===== config.mk =====
export PLATFORM = sky130hd
export DESIGN_NAME = accel_step_counter_unit
export DESIGN_NICKNAME = d
export VERILOG_FILES = /design/src/hdl/asc_pkg.sv /design/src/hdl/asc_ctrl.sv /design/src/hdl/asc_dp.sv /design/src/hdl/accel_step_counter_unit.sv
export VERILOG_INCLUDE_DIRS = /design/src /design/src/hdl
export SDC_FILE = /design/constraint.sdc
export NUM_CORES = 1
export LEC_CHECK = 0
export ABC_AREA = 1
export BUFFER_PORTS_ARGS = -buffer_cell sky130_fd_sc_hd__buf_2
export CAP_MARGIN = 10
export CORE_AREA = 2 2 222 224
export CTS_CLUSTER_DIAMETER = 40
export DETAILED_ROUTE_END_ITERATION = 8
export DIE_AREA = 0 0 224 226
export PLACE_DENSITY_LB_ADDON = 0.1
export SLEW_MARGIN = 20
export SYNTH_ARGS = -nofsm -noshare
export SYNTH_HDL_FRONTEND = slang
export SYNTH_HIERARCHICAL = 1
export SYNTH_SLANG_ARGS = --single-unit

===== constraint.sdc =====
create_clock -name clk -period 14.76 [get_ports clk]
set_input_delay 0.738 -clock clk [delete_from_list [all_inputs] [get_ports clk]]
set_output_delay 0.738 -clock clk [all_outputs]
set_load 0.01 [all_outputs]

===== src/hdl/accel_step_counter_unit_assert.svh =====
// Assertion macros shared by the step counter modules.
// Each macro expects signals named clk and rst_n in the enclosing module.
`ifndef ACCEL_STEP_COUNTER_UNIT_ASSERT_SVH
`define ACCEL_STEP_COUNTER_UNIT_ASSERT_SVH

`ifndef SYNTHESIS

// Same-cycle implication, checked out of reset.
`define ASC_ASSERT_IMPLIES(lbl, ante, cons, msg) \
    lbl: assert property (@(posedge clk) disable iff (!rst_n) (ante) |-> (cons)) \
        else $error(msg);

// Next-cycle implication, checked out of reset.
`define ASC_ASSERT_NEXT(lbl, ante, cons, msg) \
    lbl: assert property (@(posedge clk) disable iff (!rst_n) (ante) |=> (cons)) \
        else $error(msg);

`else

`define ASC_ASSERT_IMPLIES(lbl, ante, cons, msg)
`define ASC_ASSERT_NEXT(lbl, ante, cons, msg)

`endif

`endif


===== src/hdl/asc_pkg.sv =====
package asc_pkg;

    // Field and arithmetic widths.
    localparam int DATA_W     = 16;
    localparam int RADICAND_W = 32;
    localparam int REM_W      = 18;
    localparam int CNT_W      = 4;

    // Step counts of the multi-cycle phases.
    localparam int SQ_STEPS   = 3;
    localparam int ROOT_STEPS = 16;

    // Reset value of the threshold register, milli-g.
    localparam logic [DATA_W-1:0] THR_RESET = 16'd1750;

    // One accelerometer sample.
    typedef struct packed {
        logic signed [DATA_W-1:0] accel_x;
        logic signed [DATA_W-1:0] accel_y;
        logic signed [DATA_W-1:0] accel_z;
        logic                     clear_count;
    } in_item_t;

    // One result.
    typedef struct packed {
        logic [DATA_W-1:0] magnitude;
        logic              step_detected;
        logic [DATA_W-1:0] step_count;
    } out_item_t;

    // Commands from the controller to the datapath.
    typedef struct packed {
        logic load;
        logic sq_en;
        logic root_en;
        logic sum_en;
        logic commit;
    } ctrl_cmd_t;

    // Status from the datapath to the controller.
    typedef struct packed {
        logic iter_last;
    } dp_status_t;

    // Controller states.
    typedef enum logic [4:0] {
        ST_IDLE   = 5'b00001,
        ST_SQUARE = 5'b00010,
        ST_ROOT   = 5'b00100,
        ST_SUM    = 5'b01000,
        ST_JUDGE  = 5'b10000
    } state_t;

endpackage


===== src/hdl/asc_ctrl.sv =====
module asc_ctrl
(
    input  logic                clk,
    input  logic                rst_n,
    input  logic                in_valid,
    output logic                in_stall,
    output logic                out_valid,
    input  logic                out_stall,
    input  asc_pkg::dp_status_t status,
    output asc_pkg::ctrl_cmd_t  cmd
);

    `include "accel_step_counter_unit_assert.svh"

    asc_pkg::state_t state_reg;
    asc_pkg::state_t state_next;
    logic            out_valid_reg;
    logic            out_valid_next;
    logic            out_free;

    // The output register may be refilled when empty or when its item leaves now.
    assign out_free = !out_valid_reg || !out_stall;

    // Next state.
    always_comb
    begin
        state_next = state_reg;
        unique case (state_reg)
            asc_pkg::ST_IDLE:
            begin
                if (in_valid)
                begin
                    state_next = asc_pkg::ST_SQUARE;
                end
            end
            asc_pkg::ST_SQUARE:
            begin
                if (status.iter_last)
                begin
                    state_next = asc_pkg::ST_ROOT;
                end
            end
            asc_pkg::ST_ROOT:
            begin
                if (status.iter_last)
                begin
                    state_next = asc_pkg::ST_SUM;
                end
            end
            asc_pkg::ST_SUM:
            begin
                state_next = asc_pkg::ST_JUDGE;
            end
            asc_pkg::ST_JUDGE:
            begin
                if (out_free)
                begin
                    state_next = asc_pkg::ST_IDLE;
                end
            end
            default:
            begin
                state_next = asc_pkg::ST_IDLE;
            end
        endcase
    end

    // Commands to the datapath.
    always_comb
    begin
        cmd.load    = (state_reg == asc_pkg::ST_IDLE) && in_valid;
        cmd.sq_en   = (state_reg == asc_pkg::ST_SQUARE);
        cmd.root_en = (state_reg == asc_pkg::ST_ROOT);
        cmd.sum_en  = (state_reg == asc_pkg::ST_SUM);
        cmd.commit  = (state_reg == asc_pkg::ST_JUDGE) && out_free;
    end

    // Output valid flag follows the output register contents.
    always_comb
    begin
        if (cmd.commit)
        begin
            out_valid_next = 1'b1;
        end
        else if (!out_stall)
        begin
            out_valid_next = 1'b0;
        end
        else
        begin
            out_valid_next = out_valid_reg;
        end
    end

    // State registers.
    always_ff @(posedge clk or negedge rst_n)
    begin
        if (!rst_n)
        begin
            state_reg     <= asc_pkg::ST_IDLE;
            out_valid_reg <= 1'b0;
        end
        else
        begin
            state_reg     <= state_next;
            out_valid_reg <= out_valid_next;
        end
    end

    assign in_stall  = (state_reg != asc_pkg::ST_IDLE);
    assign out_valid = out_valid_reg;

    // Checks on the sequencing.
    `ASC_ASSERT_IMPLIES(a_commit_free, cmd.commit, !out_valid_reg || !out_stall, "commit into a held output")
    `ASC_ASSERT_NEXT(a_accept_starts, in_valid && !in_stall, state_reg == asc_pkg::ST_SQUARE, "accepted item did not start")
    `ASC_ASSERT_IMPLIES(a_valid_from_commit, $rose(out_valid_reg), $past(cmd.commit), "result appeared without commit")

endmodule


===== src/hdl/asc_dp.sv =====
module asc_dp
#(
    parameter int WINDOW = 5
)
(
    input  logic                     clk,
    input  logic                     rst_n,
    input  asc_pkg::in_item_t        in_item,
    input  logic                     cfg_wr_en,
    input  logic [asc_pkg::DATA_W-1:0] cfg_wr_data,
    input  asc_pkg::ctrl_cmd_t       cmd,
    output asc_pkg::dp_status_t      status,
    output asc_pkg::out_item_t       out_item
);

    `include "accel_step_counter_unit_assert.svh"

    localparam int HIST_DEPTH = WINDOW - 1;
    localparam int SUM_W      = $clog2(WINDOW) + asc_pkg::DATA_W;
    localparam int DW         = asc_pkg::DATA_W;
    localparam int RW         = asc_pkg::REM_W;
    localparam int CW         = asc_pkg::CNT_W;

    // Sample registers.
    logic signed [DW-1:0] axis_reg [3];
    logic signed [DW-1:0] axis_next [3];
    logic                 clear_reg;

    // Square accumulator, later shifted out as the root radicand.
    logic [asc_pkg::RADICAND_W-1:0] acc_reg;
    logic [asc_pkg::RADICAND_W-1:0] acc_next;
    logic signed [2*DW-1:0]         prod;

    // Root iteration.
    logic [RW-1:0]   rem_reg;
    logic [RW-1:0]   rem_next;
    logic [DW-1:0]   root_reg;
    logic [DW-1:0]   root_next;
    logic [RW+1:0]   rem_shift;
    logic [RW+1:0]   trial;
    logic [CW-1:0]   cnt_reg;
    logic [CW-1:0]   cnt_next;

    // Window and detection state.
    logic [DW-1:0]    thr_reg;
    logic [DW-1:0]    hist_reg [HIST_DEPTH];
    logic [DW-1:0]    hist_next [HIST_DEPTH];
    logic [SUM_W-1:0] hist_sum_reg;
    logic [SUM_W-1:0] sum_reg;
    logic [SUM_W-1:0] thr_scaled_reg;
    logic             was_above_reg;
    logic [DW-1:0]    total_reg;
    logic [DW-1:0]    total_next;
    logic [DW-1:0]    total_base;
    logic             above;
    logic             step;
    asc_pkg::out_item_t out_item_reg;

    // Squaring: one axis per cycle through a single multiplier.
    assign prod = axis_reg[0] * axis_reg[0];

    always_comb
    begin
        axis_next[0] = axis_reg[1];
        axis_next[1] = axis_reg[2];
        axis_next[2] = axis_reg[0];
    end

    // One root digit per cycle: bring down two radicand bits and try the next root bit.
    assign rem_shift = {rem_reg, acc_reg[asc_pkg::RADICAND_W-1 -: 2]};
    assign trial     = {2'b00, root_reg, 2'b01};

    always_comb
    begin
        if (rem_shift >= trial)
        begin
            rem_next  = RW'(rem_shift - trial);
            root_next = {root_reg[DW-2:0], 1'b1};
        end
        else
        begin
            rem_next  = RW'(rem_shift);
            root_next = {root_reg[DW-2:0], 1'b0};
        end
    end

    // Accumulator: cleared on load, summed while squaring, shifted while rooting.
    always_comb
    begin
        acc_next = acc_reg;
        if (cmd.load)
        begin
            acc_next = '0;
        end
        else if (cmd.sq_en)
        begin
            acc_next = acc_reg + asc_pkg::RADICAND_W'(unsigned'(prod));
        end
        else if (cmd.root_en)
        begin
            acc_next = {acc_reg[asc_pkg::RADICAND_W-3:0], 2'b00};
        end
    end

    // Step counter for both multi-cycle phases.
    always_comb
    begin
        cnt_next = cnt_reg;
        if (cmd.load)
        begin
            cnt_next = CW'(asc_pkg::SQ_STEPS - 1);
        end
        else if (cmd.sq_en && (cnt_reg == '0))
        begin
            cnt_next = CW'(asc_pkg::ROOT_STEPS - 1);
        end
        else if (cmd.sq_en || cmd.root_en)
        begin
            cnt_next = cnt_reg - CW'(1);
        end
    end

    assign status.iter_last = (cnt_reg == '0);

    // Threshold decision and saturating step total.
    assign above = (sum_reg > thr_scaled_reg);
    assign step  = above && !was_above_reg;

    always_comb
    begin
        total_base = clear_reg ? '0 : total_reg;
        total_next = total_base;
        if (step && (total_base != '1))
        begin
            total_next = total_base + DW'(1);
        end
    end

    // New delay line contents with the current magnitude at the front.
    always_comb
    begin
        hist_next[0] = root_reg;
        for (int k = 1; k < HIST_DEPTH; k++)
        begin
            hist_next[k] = hist_reg[k-1];
        end
    end

    // Working registers of one item.
    always_ff @(posedge clk or negedge rst_n)
    begin
        if (!rst_n)
        begin
            cnt_reg <= '0;
        end
        else
        begin
            cnt_reg <= cnt_next;
        end
    end

    always_ff @(posedge clk)
    begin
        acc_reg <= acc_next;
        if (cmd.load)
        begin
            axis_reg[0] <= in_item.accel_x;
            axis_reg[1] <= in_item.accel_y;
            axis_reg[2] <= in_item.accel_z;
            clear_reg   <= in_item.clear_count;
            rem_reg     <= '0;
            root_reg    <= '0;
        end
        else if (cmd.sq_en)
        begin
            axis_reg <= axis_next;
        end
        else if (cmd.root_en)
        begin
            rem_reg  <= rem_next;
            root_reg <= root_next;
        end
        if (cmd.sum_en)
        begin
            sum_reg        <= hist_sum_reg + SUM_W'(root_reg);
            thr_scaled_reg <= SUM_W'(thr_reg) * SUM_W'(WINDOW);
        end
        if (cmd.commit)
        begin
            out_item_reg.magnitude     <= root_reg;
            out_item_reg.step_detected <= step;
            out_item_reg.step_count    <= total_next;
        end
    end

    // State that persists between items.
    always_ff @(posedge clk or negedge rst_n)
    begin
        if (!rst_n)
        begin
            thr_reg       <= asc_pkg::THR_RESET;
            hist_sum_reg  <= '0;
            was_above_reg <= 1'b0;
            total_reg     <= '0;
            for (int k = 0; k < HIST_DEPTH; k++)
            begin
                hist_reg[k] <= '0;
            end
        end
        else
        begin
            if (cfg_wr_en)
            begin
                thr_reg <= cfg_wr_data;
            end
            if (cmd.commit)
            begin
                hist_sum_reg  <= hist_sum_reg + SUM_W'(root_reg)
                                 - SUM_W'(hist_reg[HIST_DEPTH-1]);
                was_above_reg <= above;
                total_reg     <= total_next;
                hist_reg      <= hist_next;
            end
        end
    end

    assign out_item = out_item_reg;

    // A reported step always leaves a non-zero total.
    `ASC_ASSERT_NEXT(a_step_counts, cmd.commit && step, out_item_reg.step_count != '0, "step without count")

endmodule


===== src/hdl/accel_step_counter_unit.sv =====
// Step counter for a three-axis accelerometer.
// Input channel: in_valid / in_stall carrying in_item (accel_x, accel_y, accel_z in
// signed milli-g, plus clear_count). An item is taken on a rising edge with in_valid
// high and in_stall low.
// Output channel: out_valid / out_stall carrying out_item (magnitude, step_detected,
// step_count), one result per sample, in order.
// After the edge that accepts the item, it passes through the squaring steps on the
// single multiplier, the digit-by-digit square root, a step forming the window sum
// and scaled threshold, and a step to judge and load the output register, where the
// result is presented.
// One item is worked on at a time and in_stall drops as the result is loaded, so a new
// item is not taken before the last one is done.
// The result sits in an output register, so the next sample may be accepted while it
// waits; if the receiver stalls, the next item holds in its judging step until the
// output register frees up, and in_stall stays high meanwhile.
// cfg_wr_en / cfg_wr_data write the step threshold (milli-g); write it only while idle.
// Reset clears the magnitude history, the crossing flag and the step total, and sets
// the threshold to 1750 milli-g; no clearing pass is needed.
module accel_step_counter_unit
#(
    parameter int WINDOW = 5
)
(
    input  logic                       clk,
    input  logic                       rst_n,
    input  logic                       in_valid,
    output logic                       in_stall,
    input  asc_pkg::in_item_t          in_item,
    output logic                       out_valid,
    input  logic                       out_stall,
    output asc_pkg::out_item_t         out_item,
    input  logic                       cfg_wr_en,
    input  logic [asc_pkg::DATA_W-1:0] cfg_wr_data
);

    asc_pkg::ctrl_cmd_t  cmd;
    asc_pkg::dp_status_t status;

    // Sequencer.
    asc_ctrl u_ctrl
    (
        .clk       (clk),
        .rst_n     (rst_n),
        .in_valid  (in_valid),
        .in_stall  (in_stall),
        .out_valid (out_valid),
        .out_stall (out_stall),
        .status    (status),
        .cmd       (cmd)
    );

    // Arithmetic and window state.
    asc_dp
    #(
        .WINDOW (WINDOW)
    )
    u_dp
    (
        .clk         (clk),
        .rst_n       (rst_n),
        .in_item     (in_item),
        .cfg_wr_en   (cfg_wr_en),
        .cfg_wr_data (cfg_wr_data),
        .cmd         (cmd),
        .status      (status),
        .out_item    (out_item)
    );

endmodule

== Word level (Yosys, flattened, before mapping) ==
Cells that the tools add are included.

* Word-level logic and storage cells: 80
* Input bits: 70
* Register bits: 312
* Output and inout port bits: 35

* $mul: 2
* Add/subtract/negate cells: 6
* Eq/ne operators: 12
* Order comparisons: 2
* Muxes and demuxes: 18
* Bitwise gates (word level): 1
* Reductions and logical operators: 16

{| class="wikitable"
|+ Operator list
! cell !! count
|-
| 48-bit two-way mux || 2
|-
| 32-bit two-way mux || 2
|-
| 32-bit adder || 1
|-
| 16-bit by 16-bit multiplier with 32-bit output || 1
|-
| 16-bit two-way mux || 2
|-
| 5-bit case mux with 5 select lines || 1
|-
| 20-bit by 18-bit greater-or-equal comparator with 1-bit output || 1
|-
| 5-bit two-way mux || 4
|-
| 19-bit by 16-bit adder with 19-bit output || 1
|-
| 19-bit > comparator || 1
|-
| 16-bit by 3-bit multiplier with 19-bit output (second input constant) || 1
|-
| 19-bit by 16-bit subtractor with 19-bit output || 1
|-
| 18-bit two-way mux || 1
|-
| 18-bit subtractor || 1
|-
| 16-bit by 1-bit adder with 16-bit output (second input constant) || 1
|-
| 16-bit != test (second input constant) || 1
|-
| 4-bit two-way mux || 3
|-
| 2-bit != test (second input constant) || 3
|-
| 5-bit by 1-bit equality test with 1-bit output (second input constant) || 1
|-
| 5-bit by 2-bit equality test with 1-bit output (second input constant) || 1
|-
| 5-bit by 3-bit equality test with 1-bit output (second input constant) || 1
|-
| 5-bit by 4-bit equality test with 1-bit output (second input constant) || 1
|-
| 5-bit equality test (second input constant) || 1
|-
| 1-bit logical AND || 5
|-
| other kinds (12) || 19
|}

== Longest topological paths before layout ==
Gate-level depths: netlist of run 1.

* Word-level depth: 5
* Gate-level depth with buffers: 29
* Mapped depth without buffers: 27

== Modules after synthesis ==
The synthesis of run 1 kept the hierarchy.

{| class="wikitable"
|+ By module, submodules not included
! module !! times used !! cells an instance !! sequential area each (um^2) !! area each (um^2)
|-
| asc_dp || 1 || 3279 || 7936.4 || 26819.5
|-
| asc_ctrl || 1 || 49 || 151.4 || 370.4
|}

== Worst setup path before layout of run 1 ==
No wires, ideal clock.

* Kind: register to register
* Start point: register u_dp.axis_reg, in the netlist u_dp/axis_next[1]
* End point: register u_dp/acc_reg[27] (netlist name)
* Arrival time: 5.737 ns
* Setup time: 0.132 ns
* Buffers on the path: 2
* Period minus slack after synthesis: 5.869 ns
* Setup slack: 8.891 ns
* Data required time: 14.628 ns
* Cell stages (with the launch flop): 25
* Cell sequence: edfxtp_1 > clkbuf_1 > clkbuf_1 > nand2_1 > inv_1 > fa_1 > inv_1 > fa_1 > inv_1 > fa_1 > fa_1 > fa_1 > inv_1 > fa_1 > inv_1 > ha_1 > nand2_1 > nor2_1 > inv_1 > nor3_1 > o21ai_0 > nand3_1 > nand2_1 > nand3_1 > a21oi_1

* Word-level cells in the longest chain between the ends: 3

{| class="wikitable"
|+ RTL lines
! element !! line !! RTL
|-
| from (decl) || asc_dp.sv:25 || <nowiki>logic signed [DW-1:0] axis_reg [3];</nowiki>
|-
| from (signal assigned) || asc_dp.sv:176 || <nowiki>axis_reg <= axis_next;</nowiki>
|-
| 16-bit by 16-bit multiplier with 32-bit output || asc_dp.sv:60 || <nowiki>assign prod = axis_reg[0] * axis_reg[0];</nowiki>
|-
| 32-bit adder || asc_dp.sv:97 || <nowiki>acc_next = acc_reg + asc_pkg::RADICAND_W'(unsigned'(prod));</nowiki>
|-
| 32-bit two-way mux || asc_dp.sv:95 || <nowiki>else if (cmd.sq_en)</nowiki>
|-
| to (signal assigned) || asc_dp.sv:164 || <nowiki>acc_reg <= acc_next;</nowiki>
|-
| to (decl) || asc_dp.sv:30 || <nowiki>logic [asc_pkg::RADICAND_W-1:0] acc_reg;</nowiki>
|}

No other way between the ends.
A chain may end at the register's enable or synchronous reset.

== Worst setup path after layout of run 1 ==
* Start point: register u_dp.axis_reg, in the netlist u_dp/axis_next[15]
* End point: register u_dp/acc_reg[30] (netlist name)

The elaborated chain is that of the path after synthesis.

==> results.yml, run 1 <==
sta:
  min_period_ns: 6.76
  clock_skew_ns: 0.0150
  clock.fmax_ghz: 0.148
  report.final.slew_viol_count: 0
  finalHoldWorstSlack_ns: 0.0696
  fin_crit_sh: 0.458
  tightest_slew_ns: 1.06
  finalSetupViolCount: 0
  rsz0062_at_grt: "false"
  finalHoldViolCount: 0
  fin_setup_tns_ns: 0
  slew-limit-headroom: 0.292
finish:
  final.fill_count: 4293
  final_common_cell: "nand2_1"
  seq_area_mm2: 0.00809
  nets: 3958
  final_cell_mix: "nand2_1 (919), inv_1 (682), fa_1 (268), ha_1 (210), a21oi_1 (161)"
  layout-drive-gt1-share: 0.0867
  final_core_util: 0.626
  antennaDiodeCount: 0
  multiInputGateArea_mm2: 0.0161
  syn2layout_area_growth_pct: 11.4
synth:
  synthDominantCellAreaShare: 0.197
  syn_inst: 3328
  ys.flop_type: "edfxtp_1"
  async_flop_share: 0.404
  syn_area_mm2: 0.0272
  syn-num-nets: 3876
  yosysTopAreaCell: "fa_1"
  synth-seq-cells: 312
  ys_warn_count: 6
  yosysUniqueCellTypes: 53
  synth_area_leaders: "fa_1 (20%), edfxtp_1 (13%), nand2_1 (13%)"
  ys_seq_area_frac: 0.297
  synth_edf_count: 120
  avgSynthCellArea_um2: 8.17
worst_setup_path:
  critPathLaunchType: "register"
  cp-end-kind: "register"
  crit_fanout: 23
  cp.required_ns: 15.30
  worstPathCellList: "clkinv_1 -> nor2_1 -> xnor2_1 -> ha_1 -> inv_1 -> fa_1 -> inv_1 -> fa_1 -> fa_1 -> fa_1 -> inv_1 -> fa_1 -> inv_1 -> ha_1 -> a21oi_1 -> o21ai_0 -> a21oi_1 -> nor2_1 -> nor2_1 -> nand2_1 -> nand2_1 -> nand3_1 -> a21oi_1"
  criticalPathCategory: "register to register"
  r2r_cells: 23
  cpPeakStageDelay_ns: 0.87
  cp_slowest_cell: "edfxtp_1"
  path_common_cell: "fa_1"
  critical_path_arrival_ns: 7.30
placement:
  numPortBuffers: 104
  gp_congestion: 0.872
  dpl.hpwl_mm: 52.8
clock_tree:
  cts.hold.buffers_added: 0
  cts_sinks: 312
  cts.path.max_buffers: 3
  cts_tree: "built"
  cts_resized: 0
  htree_levels: 2
  post-cts-setup-buffers: 0
  cts_made_buffers: 59
  insertion_delay_ns: 0.62
  cts-root-buf: "clkbuf_16"
  path_clk_slew_ns: 0.06
routing:
  post-route-drc-count: 0
  drtPass1Iterations: 5
  drtIter0Drc: 1337
  wire_per_inst_um: 16.6
  wl_mm: 67.6
  ant_nets: 0
  viasPerCell: 5.24
  num_vias: 21400
grt:
  grt_max_degree: 102
  antenna_found_initial: 0
  grt_usage: 0.280
  grt_pass1_wl_mm: 112
  grt_overflow: 0
  grt_pass1_vias: 22392
floorplanning:
  coreArea_mm2: 0.0483
  initial_core_util: 0.562
  fp.dieW_um: 224
  ios: 105
  dieArea_mm2: 0.0506
  rows: 81
  fp.dieH_um: 226
min_path:
  hold_class: "input port to async pin"
status:
  status: "finished, final reports clean"
flow_run:
  max_cap_viol_count: 0
==> cell usage after synthesis (10+ instances only) <==
cell and instances:
a21oi_1 161, a31oi_1 18, clkbuf_1 79, dfrtp_1 118
dfxtp_1 66, edfxtp_1 120, fa_1 268, ha_1 210
inv_1 683, mux2_2 15, nand2_1 921, nand3_1 128
nand3b_1 11, nand4_1 26, nor2_1 145, nor2_2 10
nor3_1 14, o21ai_0 128, o21bai_1 16, o22ai_1 15
or2_2 16, xnor2_1 28, xor2_1 42
==> per-layer routing <==
metal | up-vias | global-route usage | share of wire | routed length, µm
li1 | 10481 | - | - | -
met1 | 10301 | 0.379 | 0.45 | 30300
met2 | 507 | 0.473 | 0.47 | 32000
met3 | 111 | 0.0351 | 0.054 | 3630
met4 | 0 | 0.0832 | 0.025 | 1680
met5 | - | 0 | 0 | 0
==> per-stage QoR <==
stage | setup WS (ns) | cell area [µm²] | cells
2_1_floorplan | 8.89 | 27200 | 3328
3_3_place_gp | 8.13 | 28200 | 3971
3_5_place_dp | 8.08 | 28200 | 3971
4_1_cts | 8.03 | 30300 | 4082
5_1_grt | 7.61 | 30300 | 4082
6_report | 8.00 | 30300 | 4082
==> final cells by class <==
type,instances,share of cell area
multi-input cells,2227,0.533
flip-flops and latches,312,0.267
inverters,692,0.0858
clock buffers,67,0.0522
well taps,622,0.0257
repair buffers,118,0.0209
clock inverters,44,0.0158
==> cells by family (layout without fill, tap and decap cells) <==
family,after synthesis,in the layout,share of synthesized area
buffers and inverters,789,921,0.110
AND/OR/NAND/NOR,1297,1297,0.197
adder cells (fa/ha/maj),478,478,0.294
multiplexers,15,15,0.00621
XOR/XNOR,70,70,0.0225
flip-flops,312,312,0.297
AO/OA/AOI/OAI,367,367,0.0729
==> final timing paths <==
check,startpoint,endpoint,slack (ns)
setup / recovery,u_dp/axis_next[15],u_dp/acc_reg[30],8.00
hold reg to reg,u_dp/hist_next[9],u_dp/hist_next[9],0.47
min in group clk,in_item[0],u_dp/clear_reg,0.31
max in group asynchronous,rst_n,u_dp/hist_reg[6],13.29
hold / removal,rst_n,u_dp/total_reg[11],0.07
setup reg to reg,u_dp/axis_next[15],u_dp/acc_reg[30],8.00
==> critical path: cells and delay by family, from the launching register on <==
family	cells	cell delay [ns]
flops	1	0.87
simple gates	6	0.73
compound gates	4	1.02
fa+ha+maj	7	3.26
buf+inv	5	0.69
xor+xnor	1	0.11
Power of run 1 is not shown: default switching activity piles up to over one toggle a cycle in this logic, so the estimate is an artifact.
==> run 2: changes to the inputs <==
--- a/config.mk
+++ b/config.mk
@@ -6,13 +6,13 @@
 export SDC_FILE = /design/constraint.sdc
 export NUM_CORES = 1
 export LEC_CHECK = 0
-export ABC_AREA = 1
+export ABC_AREA = 0
 export BUFFER_PORTS_ARGS = -buffer_cell sky130_fd_sc_hd__buf_2
 export CAP_MARGIN = 10
-export CORE_AREA = 2 2 222 224
+export CORE_AREA = 2 2 217 219
 export CTS_CLUSTER_DIAMETER = 40
 export DETAILED_ROUTE_END_ITERATION = 8
-export DIE_AREA = 0 0 224 226
+export DIE_AREA = 0 0 219 221
 export PLACE_DENSITY_LB_ADDON = 0.1
 export SLEW_MARGIN = 20
 export SYNTH_ARGS = -nofsm -noshare
==> constraint.sdc (replaced) <==
create_clock -name clk -period 6.13 [get_ports clk]
set_input_delay 0.3065 -clock clk [delete_from_list [all_inputs] [get_ports clk]]
set_output_delay 0.3065 -clock clk [all_outputs]
set_load 0.01 [all_outputs]
==> run 2 against run 1 <==
The run now ends with negative setup slack left. Global-route usage down 4.1 points. Cell count down 17%. First-iteration DRC count down 20%. Synthesized cell count down 25%. Critical path type unchanged. Sequential share of layout area down 0.17 points. Worst hold slack worse by 0.038 ns. Via count down 14%. Count of clock-buffer cells in the layout down 10. Sequential cell count unchanged. Utilization up 3.5 points. Clock skew down 0.00091 ns.
==> results.yml, run 2 <==
synth:
  synth-seq-cells: 312
  ys_top_cells_by_count: "inv_1 (440), fa_1 (268), ha_1 (210)"
  synthSimpleGateAreaFrac: 0.104
  synthAdderAreaFrac: 0.307
  avgSynthCellArea_um2: 10.4
  synth_edf_count: 120
  synth_area_leaders: "fa_1 (21%), edfxtp_1 (14%), dfrtp_1 (11%)"
  synth_top_family_by_area: "adder cells"
  synthDominantCellAreaShare: 0.206
  ys_seq_area_frac: 0.311
  synth_xor_area_frac: 0.0384
  yosysTopAreaCell: "fa_1"
  muxShareOfSynthArea: 0.0633
  synth_compound_area_frac: 0.0972
  syn_inst: 2506
  ys_warn_count: 6
  syn-num-nets: 3054
  syn_area_mm2: 0.0260
  async_flop_share: 0.404
  yosysUniqueCellTypes: 81
  yosysMostFrequentCell: "inv_1"
  ys.flop_type: "edfxtp_1"
sta:
  report.final.slew_viol_count: 0
  final.setup.worst_slack_ns: -0.0941
  min_period_ns: 6.22
  clock_skew_ns: 0.0141
  fin_crit_sh: 1.02
  clock.fmax_ghz: 0.161
  finalHoldViolCount: 0
  tightest_slew_ns: 1.05
  rsz0062_at_grt: "true"
  finalSetupViolCount: 2
  slew-limit-headroom: 0.296
routing:
  viasPerCell: 5.43
  drtPass1Iterations: 5
  ant_nets: 0
  post-route-drc-count: 0
  wl_mm: 54.7
  num_vias: 18449
  wire_per_inst_um: 16.1
  drtIter0Drc: 1075
worst_setup_path:
  cp_slowest_cell: "fa_1"
  path_common_cell: "fa_1"
  worstPathCellList: "buf_6 -> and2_4 -> fa_2 -> buf_4 -> fa_1 -> inv_1 -> fa_1 -> inv_1 -> fa_1 -> fa_1 -> inv_1 -> fa_1 -> inv_1 -> ha_2 -> a21oi_4 -> o21ai_2 -> a21o_1 -> a21o_1 -> a22o_1 -> a31oi_4 -> a21oi_2 -> or4_1 -> and3_1"
  crit_fanout: 6
  critPathLaunchType: "register"
  critical_path_arrival_ns: 6.70
  path_buf_inv: 6
  cpPeakStageDelay_ns: 0.56
  criticalPathCategory: "register to register"
  cp.required_ns: 6.60
  cp_top_family: "adder cells"
  cp-end-kind: "register"
grt:
  grt_pass1_wl_mm: 94.1
  grt_usage: 0.239
  grt_overflow: 0
  grt_max_degree: 79
  grt_pass1_vias: 19728
  antenna_found_initial: 0
floorplanning:
  initial_core_util: 0.565
  rows: 79
  ios: 105
  coreArea_mm2: 0.0461
  fp.dieW_um: 219
  dieArea_mm2: 0.0484
  fp.dieH_um: 221
flow_run:
  max_cap_viol_count: 0
placement:
  gp_congestion: 0.878
  place_area_mm2: 0.0280
  numPortBuffers: 104
  dpl.hpwl_mm: 41.0
finish:
  nets: 3301
  antennaDiodeCount: 0
  final_common_cell: "inv_1"
  postLayoutCellArea_mm2: 0.0305
  syn2layout_area_growth_pct: 17.2
  final_cell_mix: "inv_1 (429), fa_1 (260), ha_1 (197), nand2_1 (167), buf_4 (149)"
  layout-drive-gt1-share: 0.210
status:
  status: "finished with violations"
  violations: "negative setup slack"
clock_tree:
  cts_tree: "built"
  insertion_delay_ns: 0.59
  cts_sinks: 312
  cts-root-buf: "clkbuf_16"
  cts_made_buffers: 49
  path_clk_slew_ns: 0.06
  htree_levels: 2
  cts.path.max_buffers: 3
min_path:
  hold_class: "input port to register"
## run 2: cells by family (layout without fill, tap and decap cells)
family | after synthesis | in the layout
compound gates | 375 | 375
xor+xnor | 114 | 114
fa+ha+maj | 478 | 478
buf+inv | 532 | 819
flops | 312 | 312
mux | 149 | 149
simple gates | 546 | 546
## run 2: final cells by class
cell class | instances | area, µm²
multi-input cells | 1662 | 16300
inverters | 441 | 1660
fillers | 3680 | 15600
flip-flops and latches | 312 | 8090
clock buffers | 57 | 1290
repair buffers | 287 | 2000
well taps | 607 | 759
clock inverters | 34 | 357
## run 2: worst register-to-register path: cells and delay by family, from the launching register on
family / cells / cell delay, ns
compound gates: 7 / 1.11
fa+ha+maj: 7 / 3.23
buf+inv: 6 / 0.55
flops: 1 / 0.52
simple gates: 3 / 0.71
## run 2: metal layers
metal	share of wire	wire (µm)	track usage	up-vias
met1	0.44	24100	0.321	9182
met2	0.50	27100	0.410	355
met3	0.042	2320	0.0313	91
met5	0	0	0	-
met4	0.022	1200	0.0595	0
li1	-	-	-	8821
## run 2: worst paths after layout
path	startpoint	end	slack, ns	depth (start not counted)
worst max-delay path	u_dp/axis_next[2]	u_dp/acc_reg[31]	-0.09	23
worst min-delay path	in_item[14]	u_dp/axis_next[29]	0.03	2
worst max register to register	u_dp/axis_next[2]	u_dp/acc_reg[31]	-0.09	23
worst min register to register	u_dp/hist_next[3]	u_dp/hist_reg[3]	0.48	2
max in group asynchronous	rst_n	u_dp/hist_sum_reg[6]	4.81	3
min in group asynchronous	rst_n	u_dp/total_reg[2]	0.24	2
## run 2: repair_timing
| item | in CTS | in global routing |
|---|---|---|
| setup buffers | 14 | 13 |
| pin swaps | 34 | 53 |
| hold buffers | 25 | 0 |
| endpoints found under the hold margin | 64 | 0 |
| resized for setup | 27 | 61 |
| setup endpoints to repair | 13 | 14 |
## run 2: through the flow
step           TNS, ns  instances  worst slack, ns  hold slack [ns]  utilization
2_1_floorplan        0       2506           0.0308           0.0109            -
3_3_place_gp    -0.348       3258          -0.0965            0.282        0.608
3_5_place_dp     -1.31       3258           -0.252            0.285        0.608
4_1_cts        -0.0800       3388          -0.0455          0.00249        0.653
5_1_grt          -1.17       3400           -0.264           0.0122        0.662
6_report        -0.109       3400          -0.0941           0.0315        0.662
Power of run 2 is left out for the same reason.
